**config.mk**
```make
export PLATFORM = sky130hd
export DESIGN_NAME = volume_control_point_engine_top
export DESIGN_NICKNAME = d
export VERILOG_FILES = /design/src/hdl/vcp_pkg.sv /design/src/hdl/vcp_calc.sv /design/src/hdl/volume_control_point_engine_top.sv
export SDC_FILE = /design/constraint.sdc
export NUM_CORES = 1
export LEC_CHECK = 0
export ABC_AREA = 1
export ABC_CLOCK_PERIOD_IN_PS = 3800
export BUFFER_PORTS_ARGS = -buffer_cell sky130_fd_sc_hd__clkbuf_2
export CORE_MARGIN = 3
export CORE_UTILIZATION = 30
export CTS_BUF_LIST = sky130_fd_sc_hd__clkbuf_2
export CTS_CLUSTER_SIZE = 30
export DETAILED_ROUTE_END_ITERATION = 8
export HOLD_SLACK_MARGIN = 0.15
export SYNTH_ARGS = -nofsm -noshare
export SYNTH_HDL_FRONTEND = slang
export SYNTH_SLANG_ARGS = --single-unit
```
**constraint.sdc**
```tcl
create_clock -name clk -period 3.8 [get_ports clk]
set_input_delay 0.57 -clock clk [delete_from_list [all_inputs] [get_ports clk]]
set_output_delay 0.57 -clock clk [all_outputs]
set_load 0.03 [all_outputs]
```
**src/hdl/vcp_pkg.sv**
```systemverilog
// Shared types, codes and constants for the volume control point engine.
`timescale 1ns / 1ps
`default_nettype none

package vcp_pkg;

	// Command codes of an input item
	localparam logic [1:0] CMD_REMOTE     = 2'd0;
	localparam logic [1:0] CMD_LOCAL      = 2'd1;
	localparam logic [1:0] CMD_DISCONNECT = 2'd2;

	// Control point opcodes
	localparam logic [7:0] OP_REL_DOWN        = 8'd0;
	localparam logic [7:0] OP_REL_UP          = 8'd1;
	localparam logic [7:0] OP_UNMUTE_REL_DOWN = 8'd2;
	localparam logic [7:0] OP_UNMUTE_REL_UP   = 8'd3;
	localparam logic [7:0] OP_SET_ABS         = 8'd4;
	localparam logic [7:0] OP_UNMUTE          = 8'd5;
	localparam logic [7:0] OP_MUTE            = 8'd6;

	// Result status codes
	localparam logic [1:0] ST_OK            = 2'd0;
	localparam logic [1:0] ST_NOT_SUPPORTED = 2'd1;
	localparam logic [1:0] ST_BAD_COUNTER   = 2'd2;

	// Configuration register indexes
	localparam logic CFG_STEP_SIZE  = 1'b0;
	localparam logic CFG_NOTIFY_EN  = 1'b1;

	localparam logic [7:0] STEP_RESET  = 8'd1;
	localparam logic [7:0] VOL_MAX     = 8'd255;
	localparam logic [2:0] LEN_MIN     = 3'd2;
	localparam logic [2:0] LEN_ABS_SET = 3'd3;

	typedef struct packed {
		logic [7:0] volume;
		logic       muted;
		logic [7:0] count;
		logic       persist;
	} vcp_state_t;

	typedef struct packed {
		logic [1:0] cmd;
		logic [7:0] opcode;
		logic [7:0] client_counter;
		logic [7:0] operand;
		logic [2:0] length;
		logic       local_mute;
	} vcp_item_t;

	typedef struct packed {
		logic [1:0] status;
		vcp_state_t st;
		logic       notify_state;
		logic       notify_flags;
		logic       event_valid;
	} vcp_result_t;

endpackage

`default_nettype wire

```
**src/hdl/vcp_calc.sv**
```systemverilog
// Next-state and result logic for one item of the volume control point engine.
`timescale 1ns / 1ps
`default_nettype none

module vcp_calc (
	input  wire vcp_pkg::vcp_state_t  cur,
	input  wire vcp_pkg::vcp_item_t   item,
	input  wire logic [7:0]           step_size,
	input  wire logic                 notify_en,
	output vcp_pkg::vcp_state_t       nxt,
	output vcp_pkg::vcp_result_t      res,
	output logic                      disconnect
);

	logic [8:0] sum;
	logic [7:0] vol_up;
	logic [7:0] vol_down;
	logic [7:0] vol;
	logic       mute;
	logic       apply;
	logic       ok;
	logic       vol_chg;
	logic       any_chg;

	// saturating relative steps
	assign sum      = {1'b0, cur.volume} + {1'b0, step_size};
	assign vol_up   = sum[8] ? vcp_pkg::VOL_MAX : sum[7:0];
	assign vol_down = (cur.volume > step_size) ? (cur.volume - step_size) : 8'd0;

	always_comb begin
		nxt              = cur;
		res.status       = vcp_pkg::ST_OK;
		res.notify_state = 1'b0;
		res.notify_flags = 1'b0;
		res.event_valid  = 1'b0;
		vol              = cur.volume;
		mute             = cur.muted;
		apply            = 1'b0;
		ok               = 1'b1;
		disconnect       = 1'b0;

		case (item.cmd)
			vcp_pkg::CMD_REMOTE: begin
				if (item.length < vcp_pkg::LEN_MIN) begin
					res.status = vcp_pkg::ST_NOT_SUPPORTED;
				end else if (item.client_counter != cur.count) begin
					res.status = vcp_pkg::ST_BAD_COUNTER;
				end else begin
					case (item.opcode)
						vcp_pkg::OP_REL_DOWN: vol = vol_down;
						vcp_pkg::OP_REL_UP: vol = vol_up;
						vcp_pkg::OP_UNMUTE_REL_DOWN: begin
							vol  = vol_down;
							mute = 1'b0;
						end
						vcp_pkg::OP_UNMUTE_REL_UP: begin
							vol  = vol_up;
							mute = 1'b0;
						end
						vcp_pkg::OP_SET_ABS: begin
							if (item.length != vcp_pkg::LEN_ABS_SET) ok = 1'b0;
							else vol = item.operand;
						end
						vcp_pkg::OP_UNMUTE: mute = 1'b0;
						vcp_pkg::OP_MUTE: mute = 1'b1;
						default: ok = 1'b0;
					endcase
					if (ok) begin
						apply           = 1'b1;
						res.event_valid = 1'b1;
					end else begin
						res.status = vcp_pkg::ST_NOT_SUPPORTED;
					end
				end
			end
			vcp_pkg::CMD_LOCAL: begin
				vol   = item.operand;
				mute  = item.local_mute;
				apply = 1'b1;
			end
			vcp_pkg::CMD_DISCONNECT: begin
				nxt.volume  = 8'd0;
				nxt.muted   = 1'b0;
				nxt.persist = 1'b0;
				disconnect  = 1'b1;
			end
			default: ;
		endcase

		vol_chg = (vol != cur.volume);
		any_chg = vol_chg || (mute != cur.muted);

		if (apply) begin
			nxt.volume = vol;
			nxt.muted  = mute;
			if (any_chg) begin
				nxt.count        = cur.count + 8'd1;
				res.notify_state = notify_en;
			end
			if (vol_chg && !cur.persist) begin
				nxt.persist      = 1'b1;
				res.notify_flags = notify_en;
			end
		end

		res.st = nxt;
	end

endmodule

`default_nettype wire

```
**src/hdl/volume_control_point_engine_top.sv**
```systemverilog
// Top level of the volume control point engine: input stage, state and result register.
`timescale 1ns / 1ps
`default_nettype none

// Channel   Handshake               Payload
// -------   ---------------------   ------------------------------------------------
// input     in_valid / in_ready     cmd, opcode, client_counter, operand, length,
//                                   local_mute
// result    out_valid / out_ready   status, volume, muted, change_count,
//                                   persisted_flag, notify_state, notify_flags,
//                                   event_valid
// config    cfg_we (no wait)        cfg_index, cfg_data
//
// Flow: an item is latched into the input stage, then evaluated combinationally
//   against the state registers and written with the new state into the result
//   register; throughput is one item per cycle while the output does not stall.
// The state is updated as the item leaves the input stage, so the next item
//   always sees the state its predecessor left.
// Reset clears state and both valid flags and returns the config registers to their defaults; no clearing pass.
// A stall at the output holds the result and then the input stage; in_ready
//   stays high while the input stage is empty or moving.

module volume_control_point_engine_top (
	input  wire logic       clk,
	input  wire logic       arst_n,
	// input items
	input  wire logic       in_valid,
	output logic            in_ready,
	input  wire logic [1:0] cmd,
	input  wire logic [7:0] opcode,
	input  wire logic [7:0] client_counter,
	input  wire logic [7:0] operand,
	input  wire logic [2:0] length,
	input  wire logic       local_mute,
	// result items
	output logic            out_valid,
	input  wire logic       out_ready,
	output logic [1:0]      status,
	output logic [7:0]      volume,
	output logic            muted,
	output logic [7:0]      change_count,
	output logic            persisted_flag,
	output logic            notify_state,
	output logic            notify_flags,
	output logic            event_valid,
	// configuration
	input  wire logic       cfg_we,
	input  wire logic       cfg_index,
	input  wire logic [7:0] cfg_data
);

	vcp_pkg::vcp_item_t   item_s1;
	logic                 valid_s1;
	vcp_pkg::vcp_state_t  state_q;
	vcp_pkg::vcp_state_t  state_nxt;
	vcp_pkg::vcp_result_t res_nxt;
	vcp_pkg::vcp_result_t res_q;
	logic                 out_valid_q;
	logic [7:0]           step_size_q;
	logic                 notify_en_q;
	logic                 disconnect;
	logic                 advance;

	// item moves from the input stage into the result register
	assign advance  = valid_s1 && (!out_valid_q || out_ready);
	assign in_ready = !valid_s1 || advance;

	// input stage
	always_ff @(posedge clk or negedge arst_n) begin
		if (!arst_n) begin
			valid_s1 <= 1'b0;
		end else if (in_ready) begin
			valid_s1 <= in_valid;
		end
	end

	always_ff @(posedge clk) begin
		if (in_valid && in_ready) begin
			item_s1.cmd            <= cmd;
			item_s1.opcode         <= opcode;
			item_s1.client_counter <= client_counter;
			item_s1.operand        <= operand;
			item_s1.length         <= length;
			item_s1.local_mute     <= local_mute;
		end
	end

	vcp_calc u_calc (
		.cur        (state_q),
		.item       (item_s1),
		.step_size  (step_size_q),
		.notify_en  (notify_en_q),
		.nxt        (state_nxt),
		.res        (res_nxt),
		.disconnect (disconnect)
	);

	// persistent state
	always_ff @(posedge clk or negedge arst_n) begin
		if (!arst_n) begin
			state_q <= '0;
		end else if (advance) begin
			state_q <= state_nxt;
		end
	end

	// config registers; a disconnect drops the subscription and the step size
	always_ff @(posedge clk or negedge arst_n) begin
		if (!arst_n) begin
			step_size_q <= vcp_pkg::STEP_RESET;
			notify_en_q <= 1'b0;
		end else if (cfg_we) begin
			case (cfg_index)
				vcp_pkg::CFG_STEP_SIZE: step_size_q <= cfg_data;
				vcp_pkg::CFG_NOTIFY_EN: notify_en_q <= cfg_data[0];
				default: ;
			endcase
		end else if (advance && disconnect) begin
			step_size_q <= vcp_pkg::STEP_RESET;
			notify_en_q <= 1'b0;
		end
	end

	// result register
	always_ff @(posedge clk or negedge arst_n) begin
		if (!arst_n) begin
			out_valid_q <= 1'b0;
		end else if (advance) begin
			out_valid_q <= 1'b1;
		end else if (out_ready) begin
			out_valid_q <= 1'b0;
		end
	end

	always_ff @(posedge clk) begin
		if (advance) begin
			res_q <= res_nxt;
		end
	end

	assign out_valid      = out_valid_q;
	assign status         = res_q.status;
	assign volume         = res_q.st.volume;
	assign muted          = res_q.st.muted;
	assign change_count   = res_q.st.count;
	assign persisted_flag = res_q.st.persist;
	assign notify_state   = res_q.notify_state;
	assign notify_flags   = res_q.notify_flags;
	assign event_valid    = res_q.event_valid;

	// requests are raised only for a subscribed client
	a_notify_needs_sub: assert property (@(posedge clk) disable iff (!arst_n)
		advance && (res_nxt.notify_state || res_nxt.notify_flags) |-> notify_en_q)
		else $error("notification request without subscription");

	// an error leaves the state untouched
	a_error_no_change: assert property (@(posedge clk) disable iff (!arst_n)
		advance && (res_nxt.status != vcp_pkg::ST_OK) |=> state_q == $past(state_q))
		else $error("state changed on an error status");

	// the change counter only ever steps by one
	a_counter_step: assert property (@(posedge clk) disable iff (!arst_n)
		state_q.count != $past(state_q.count) |->
		state_q.count == $past(state_q.count) + 8'd1)
		else $error("change counter jumped");

	// a reported event is always a success
	a_event_ok: assert property (@(posedge clk) disable iff (!arst_n)
		out_valid_q && res_q.event_valid |-> res_q.status == vcp_pkg::ST_OK)
		else $error("event on a failed write");

	// a flags request only comes with the persisted flag set
	a_flags_persist: assert property (@(posedge clk) disable iff (!arst_n)
		out_valid_q && res_q.notify_flags |-> res_q.st.persist)
		else $error("flags request without persisted flag");

endmodule

`default_nettype wire

```
==> results of run 1 <==
==> cells in the mapped netlist, drive strengths merged <==
library cell / n
nand4: 14
o22ai: 18
fa: 2
and2: 2
xor2: 3
buf: 10
o21bai: 1
or2: 2
ha: 17
clkbuf: 6
a32o: 1
dfrtp: 28
o21a: 1
inv: 80
nor2: 34
nor3b: 1
o21ai: 29
nand3: 57
clkinv: 2
nand2: 219
nand3b: 2
o211ai: 1
o2111ai: 1
nor3: 2
edfxtp: 53
dfstp: 1
a31o: 1
xnor2: 7
a21oi: 18
==> power by group through the flow <==
stage | Sequential (mW) | Combinational (mW) | Clock [mW]
after floorplan | 1.38 | 1.07 | 0
after global placement | 1.35 | 1.42 | 0
after detailed placement | 1.34 | 1.43 | 0
after CTS | 1.33 | 1.46 | 0.512
after global routing | 1.35 | 1.66 | 0.550
final | 1.33 | 1.46 | 0.493
==> routing by layer <==
| metal | track usage [%] | up-vias | wire (um) |
|---|---|---|---|
| li1 | - | 2219 | - |
| met1 | 20.9 | 1953 | 6500 |
| met2 | 22.2 | 108 | 5550 |
| met3 | 2.85 | 17 | 674 |
| met4 | 5.10 | 0 | 216 |
| met5 | 0 | - | 0 |
==> sequential cells by signal (all words and copies together) (netlist names) <==
name,count
change_count,8
event_valid,1
item_s1,30
muted,1
notify_en_q,1
notify_flags,1
notify_state,1
out_valid,1
persisted_flag,1
state_q,18
status,2
step_size_q,8
valid_s1,1
volume,8
==> through the flow <==
step	setup slack, ps	instance area (um^2)	utilization [%]
finish	704	6070	37.4
global route	404	6070	37.4
CTS	717	6070	37.4
detailed placement	749	5620	34.7
global placement	774	5620	34.7
floorplan	1130	5080	-
==> worst paths after layout <==
path	endpoint	slack, ps	start	cells past startpoint
hold / removal	step_size_q[5]	220	cfg_data[5]	3
setup / recovery	change_count[0]	700	state_q[10]	20
setup reg to reg	change_count[0]	700	state_q[10]	20
hold reg to reg	state_q[0]	520	state_q[0]	2
min in group asynchronous	state_q[9]	580	arst_n	2
max in group asynchronous	state_q[11]	2650	arst_n	2
==> kinds of logic after synthesis <==
family,count (synthesis),synth area share [%]
fa+ha+maj,19,4.98
xor+xnor,10,2.02
simple gates,333,31.4
compound gates,71,8.13
flops,82,45.6
buf+inv,98,7.83
==> final cells by class <==
type / instances / area, um^2 / share of cell area (%)
diodes: 1 / 2.50 / 0.0412
flip-flops and latches: 82 / 2320 / 38.2
repair buffers: 104 / 693 / 11.4
multi-input cells: 433 / 2360 / 38.9
inverters: 82 / 309 / 5.09
well taps: 216 / 270 / 4.45
clock inverters: 6 / 67.6 / 1.11
clock buffers: 10 / 50.0 / 0.824
==> cells in the final DEF, fill, tap and decap left out, types with 18 or more instances in the layout <==
cell type      count
nand2_2           22
nor2_1            19
clkbuf_2          78
nand2_1          197
dlygate4sd3_1     33
nand3_1           51
edfxtp_1          53
o22ai_1           18
o21ai_0           22
dfrtp_1           28
inv_1             68
==> worst register-to-register path, stage by stage, from the launching register on <==
cell     delay, ps
dfrtp_1        480
ha_1           250
fa_1           400
nand2_2        100
nand2_1         80
nand2_1        100
nor2_2          50
nor2_4         190
o21ai_1        130
nand2_1         80
nand3_1         60
nand2_1         60
nand2_1         70
nand2_1         80
nand2_1         50
nand2_1         80
nand2_2         90
nor2_8         210
nand3_4        160
nand2_1        110
nand2_2         60
==> results by stage, run 1 <==
STA:
- The smallest clock period supported by the final layout is computed as 3100 ps.
- The worst hold slack is 218 ps.
- For the pin with the worst max-slew slack, the measured transition is 855 ps.
- The total negative setup slack is 0 ps.
- The number of hold-slack violations in the final timing report is 0.
- Setup repair after global routing left no endpoint under its margin.
- Timing would allow up to 323 MHz.
- The number of setup violations in the final report is 0.
- The normalized max-slew margin is 43.0%.
- The share of the cycle needed by the critical path after routing is 81.5%.
- The count of final max-slew check failures is 0.
- The post-route clock skew is 43.1 ps.

Power:
- Combinational logic is responsible for 44.5% of the overall power.
- The static leakage is 2.86 nW.
- The net switching component of the power is 1.48 mW.
- The total internal power is 1.80 mW.
- The maximum ir drop on the vdd rail is 229 uV.
- In this run, flip-flops and latches consume 40.4% of the power.
- Net switching is 45.1% of the power.
- The clock network fraction of design power is 15.0%.
- The total power of the final layout is 3.28 mW.
- The ratio of total power to cell area is 540 mW/mm^2.

Floorplan:
- Measured along the x axis, the die boundary spans 136 um.
- Row generation in the floorplan step produced 46 rows.
- The number of top-level pins is 69.
- The floorplan step defined a die boundary enclosing 0.0185 mm^2.
- Once the floorplan was initialized, standard cells occupied 31.3% of the core.
- The die is 136 um tall.
- The area of the placeable core is 0.0162 mm^2.

Global route:
- The number of antenna violations at the first check in global routing is 1.
- Entering global routing, the biggest net connects 45 pins.
- The wire length of the first global-routing pass is 21,200 um.
- The total global routing track utilization is 14.6%.
- The via count of the first global-routing pass was 4,163.
- The final global-route overflow total is 0.

Detailed routing:
- Using the TritonRoute via totals, the vias-per-cell ratio works out to 4.60.
- For this run, the detailed router's first-pass iteration total came to 5.
- Summing over every cut layer, the via total after detailed routing is 4,297.
- The number of design-rule violations left by the first detailed-router iteration is 274.
- In this run the remaining antenna-violating nets after routing total 0.
- The routed length per placed instance is 13.9 um.
- The number of design rule violations left after detail routing is 0.
- The final layout contains routed wiring with a total length of 12,900 um.

Hold path:
- The class of the tightest hold or removal check is in2reg.

Placed design:
- The HPWL after detailed placement is 9460 um.
- The count of buffers from port buffering is 68.
- The count of placed standard cells including taps is 884.
- The congestion estimate from routability-driven global placement came to 0.878.

Worst setup path:
- STA puts the critical path data arrival time at 3460 ps.
- The critical path goes through ha_1 -> fa_1 -> nand2_2 -> nand2_1 -> nand2_1 -> nor2_2 -> nor2_4 -> o21ai_1 -> nand2_1 -> nand3_1 -> nand2_1 -> nand2_1 -> nand2_1 -> nand2_1 -> nand2_1 -> nand2_2 -> nor2_8 -> nand3_4 -> nand2_1 -> nand2_2.
- The kind of cell with the highest combined delay along the critical path is simple AND/OR/NAND/NOR gates.
- The most numerous cell on the critical path is nand2_1.
- The worst setup path is launched from a register.
- The slowest stage of the critical path is the dfrtp_1 cell.
- STA classifies the critical path endpoint as a register.
- The critical path in this run is classified as reg2reg.
- Of all nets on the critical path, the largest fanout is 10.
- The worst endpoint required time is 4160 ps.
- Counting both buffers and inverters, the worst setup path holds a total of 0.
- For this run, the slowest stage of the critical path takes 480 ps.

Yosys:
- The Yosys step of the flow raised 0 warnings.
- The top cell type's share of synthesized area is 31.3%.
- After synthesis, the netlist uses 45 different library cells.
- In this run, synthesis produced a sequential element count of 82.
- The library cell occupying the most area in the post-synthesis netlist is edfxtp_1.
- The average instance in the mapped netlist occupies 8.29 um^2.
- The post-synth net total is 676.
- By area the synthesized netlist is led by edfxtp_1 (31%), nand2_1 (15%), dfrtp_1 (14%), inv_1 (5.1%), nand3_1 (5.0%).
- The post-synthesis cell count is 613.
- The total standard cell area after synthesis is 0.00508 mm^2.
- Of the synthesized area, sequential elements account for 45.6%.

Layout:
- The total of fill cells in the finished design is 1,708.
- The share of post-route cells with drive strength above 1 is 21.2%.
- The count of nets after finishing is 775.
- For this run, the number of standard cells in the final layout without fillers is 934.
- From synthesis to final layout, the design area changed by 19.6%.

Clock network:
- Clock-pin slew was measured on the worst setup and hold paths at 250 ps.
- The number of hold buffers added after cts is 33.
- The clock tree from TritonCTS is yes.
- The clock passes through at most 2 buffers.
- The total clock sinks is 82.
- The TritonCTS buffer count is 9.
- The number of cells upsized or downsized after cts is 0.
- The tree is rooted in a clkbuf_2.
- CTS built an H-tree with a depth of 3.
- The clock insertion delay at the later pin of the skew report is 580 ps.
- The number of setup buffers added after CTS is 0.

Status:
- The flow ran to the end, and the final reports show no timing, DRC or antenna violations.

Flow run:
- The tool flagged a number of max-cap violations equal to 0.
(Power assumes the default switching activity.)
==> run 2: changes to the inputs <==
- ABC_CLOCK_PERIOD_IN_PS: 3800 -> 2700
- clock period: 3.8 -> 2.7 ns (I/O delays scaled with it)
==> run 2 against run 1 <==
The run now ends with setup timing left. Worst setup slack worse by 880 ps. Highest routed layer unchanged. Count of clock-buffer cells in the layout is 2 higher. Sequential share of layout area is 3.4 points lower. Largest cell class unchanged. Maximum frequency is 7.6% higher.
==> results by stage, run 2 (same netlist as run 1, synthesis figures left out) <==
Status:
- The run finished, with violations left.
- The final reports fail on setup timing.

Placed design:
- The weighted congestion reported at the end of routability-driven placement is 0.881 (+0.36%).
- The count of buffers from port buffering is 68 (unchanged).
- The worst slack at placement is -216 ps (-965 ps).
- The HPWL after detailed placement is 9880 um (+4.4%).
- The placed standard-cell area is 0.00592 mm^2 (+5.3%).
- The count of placed standard cells including taps is 922 (+4.3%).

Layout:
- The count of nets after finishing is 833 (+7.5%).
- item_s1 holds more flip-flops than any other register.
- The flip-flop count of the largest register after layout is 30 (unchanged).
- In the layout the commonest cells are nand2_1 (183), clkbuf_2 (80), inv_1 (67).
- The share of post-route cells with drive strength above 1 is 29.3% (+8.1 points).
- The leading cell type in the layout, fill and taps excluded is nand2_1.
- The post-route cell area was 0.00667 mm^2 (+9.8%).
- The signed area change from the synthesized netlist to the final layout is 31.3%.
- The final instance count without filler cells came to 992 (+6.2%).
- The largest registers in the layout are item_s1: 30 flops, state_q: 18 flops.
- The core utilization of the finished layout is 41.1% (+3.7 points).

Global route:
- The via count of the first global-routing pass is 4,551 (+9.3%).
- The final global-route overflow total is 0 (unchanged).
- The total global routing track utilization is 15.5% (+0.86 points).
- The wire length of the first global-routing pass is 22,500 um (+6.0%).
- The number of antenna violations at the first check in global routing is 1 (unchanged).
- The largest net degree at the start of global routing is 51 (+13%).

Power:
- The switching share of total power is 44.4% (-0.73 points).
- The clock network fraction of design power is 11.7% (-3.3 points).
- The total internal power is 2.82 mW (+57%).
- The static leakage is 3.14 nW (+9.9%).
- The maximum ir drop on the vdd rail is 363 uV (+58%).
- The net switching component of the power is 2.25 mW (+52%).
- The portion of total power attributed to combinational logic was 52.7% (+8.2 points).
- The ratio of total power to cell area came to 761 mW/mm^2 (+41%).
- The register share of total power is 35.6% (-4.8 points).

STA:
- The minimum clock period after layout is 2880 ps (-219 ps).
- The normalized max-slew margin is 43.3% (+0.34 points).
- The number of hold-slack violations in the final timing report came to 0 (unchanged).
- The highest clock rate is 348 MHz (+7.6%).
- Setup repair after global routing could not meet its margin everywhere.
- The share of the cycle needed by the critical path after routing is 107% (+25 points).
- The count of final max-slew check failures is 0 (unchanged).
- The slew of the pin with the lowest slew margin was 850 ps (-5.15 ps).
- The total negative setup slack came to -2970 ps (-2970 ps).
- The number of setup violations in the final report was 22 (+22).
- The minimum setup slack in the final design came to -177 ps (-881 ps).
- The post-route clock skew is 47.0 ps (+3.95 ps).

Floorplan:
- The die extent in y came to 136 um (unchanged).
- The number of top-level pins is 69 (unchanged).
- The full die area was 0.0185 mm^2 (unchanged).
- The initial core utilization came to 31.3% (unchanged).
- The row count was 46 (unchanged).
- The die width is 136 um (unchanged).
- The area of the placeable core is 0.0162 mm^2 (unchanged).

Worst setup path:
- The element type at the critical path start is a register.
- The worst endpoint required time was 3050 ps (-1110 ps).
- The arrival time at the worst endpoint is 3230 ps (-230 ps).
- The largest fanout of any net on the critical path is 6 (-4).
- The worst setup path is captured at a register.
- The category of the most critical setup path is reg2reg.

Detailed routing:
- The routed wire length is 13,700 um (+6.1%).
- The total via count after detailed routing was 4,550 (+5.9%).
- The first-pass detailed-route iteration total is 5 (unchanged).
- The number of design rule violations left after detail routing is 0 (unchanged).
- The post-detailed-route via-to-cell ratio is 4.59 (-0.30%).
- The number of design-rule violations left by the first detailed-router iteration came to 345 (+26%).
- The routed length per placed instance is 13.8 um (-0.14%).
- The post-route antenna net violation count is 0 (unchanged).

Hold path:
- The path class of the tightest hold or removal check is in2reg.

Clock network:
- The worst-case clock buffer depth is 2 (unchanged).
- The clock tree from TritonCTS is yes.
- The total clock sinks came to 82 (unchanged).
- The clock insertion delay at the later pin of the skew report was 600 ps (+20 ps).
- The H-tree depth reported by CTS is 3 (unchanged).
- The TritonCTS buffer count is 9 (unchanged).
- The clock transition time at the flip-flop clock pins of the worst setup and hold paths is 260 ps (about the same).
- The root buffer cell chosen for the clock tree is clkbuf_2.

Flow run:
- The max-capacitance violation count is 0 (unchanged).
[run 2: repair_timing]
action,4_1_cts,5_1_grt
buffers inserted,7,1
endpoints found under the setup margin,20,24
cloned,1,0
hold endpoints to repair,69,0
gates resized for setup,26,12
hold buffers,44,0
pin swaps,17,10
[run 2: power by group through the flow]
stage / clock, mW / combinational, mW / sequential, mW
floorplan: 0 / 1.50 / 1.94
global placement: 0 / 2.35 / 1.83
detailed placement: 0 / 2.37 / 1.82
CTS: 0.617 / 2.59 / 1.80
global route: 0.674 / 2.97 / 1.83
finish: 0.593 / 2.68 / 1.80
[run 2: layer usage]
| metal | part of all wire (%) | vias to the layer above | global-route usage [%] |
|---|---|---|---|
| li1 | - | 2324 | - |
| met1 | 49 | 2091 | 22.0 |
| met2 | 43 | 113 | 23.0 |
| met3 | 4.9 | 22 | 3.07 |
| met4 | 2.7 | 0 | 6.38 |
| met5 | 0 | - | 0 |
[run 2: path summary, 6_finish.rpt]
path	startpoint	end	slack, ps	cells past startpoint
max	step_size_q[0]	change_count[2]	-180	19
max in group asynchronous	arst_n	state_q[5]	1740	2
min reg2reg	state_q[0]	state_q[0]	520	2
max reg2reg	step_size_q[0]	change_count[2]	-180	19
min in group asynchronous	arst_n	state_q[16]	400	2
min	cfg_we	step_size_q[4]	270	3
[run 2: layout make-up]
class | instances | area, um^2
clock buffers | 12 | 60.1
diodes | 1 | 2.50
flip-flops and latches | 82 | 2320
multi-input cells | 434 | 2510
fillers | 1656 | 9560
clock inverters | 4 | 30.0
inverters | 82 | 309
repair buffers | 161 | 1170
well taps | 216 | 270
[run 2: critical path, stage by stage, from the launching register on]
cell and delay [ps]:
dfstp_2 640, ha_4 140, inv_2 40, fa_2 400, nand2_2 110, nand2_4 80, nand3_4 90, a21oi_2 100
nand2_1 100, nand3_1 70, nand2_1 60, nand2_1 60, nand2_1 80, nand2_1 50, nand2_1 70, nand2_2 90
nor2_8 170, nand3_4 140, nand2_2 90, nand2_2 50
[run 2: stage by stage]
| stage | hold WS [ps] | total power [mW] |
|---|---|---|
| 6_report | 268 | 5.07 |
| 5_1_grt | 235 | 5.48 |
| 4_1_cts | 227 | 5.00 |
| 3_5_place_dp | 475 | 4.19 |
| 3_3_place_gp | 466 | 4.18 |
| 2_1_floorplan | 109 | 3.44 |
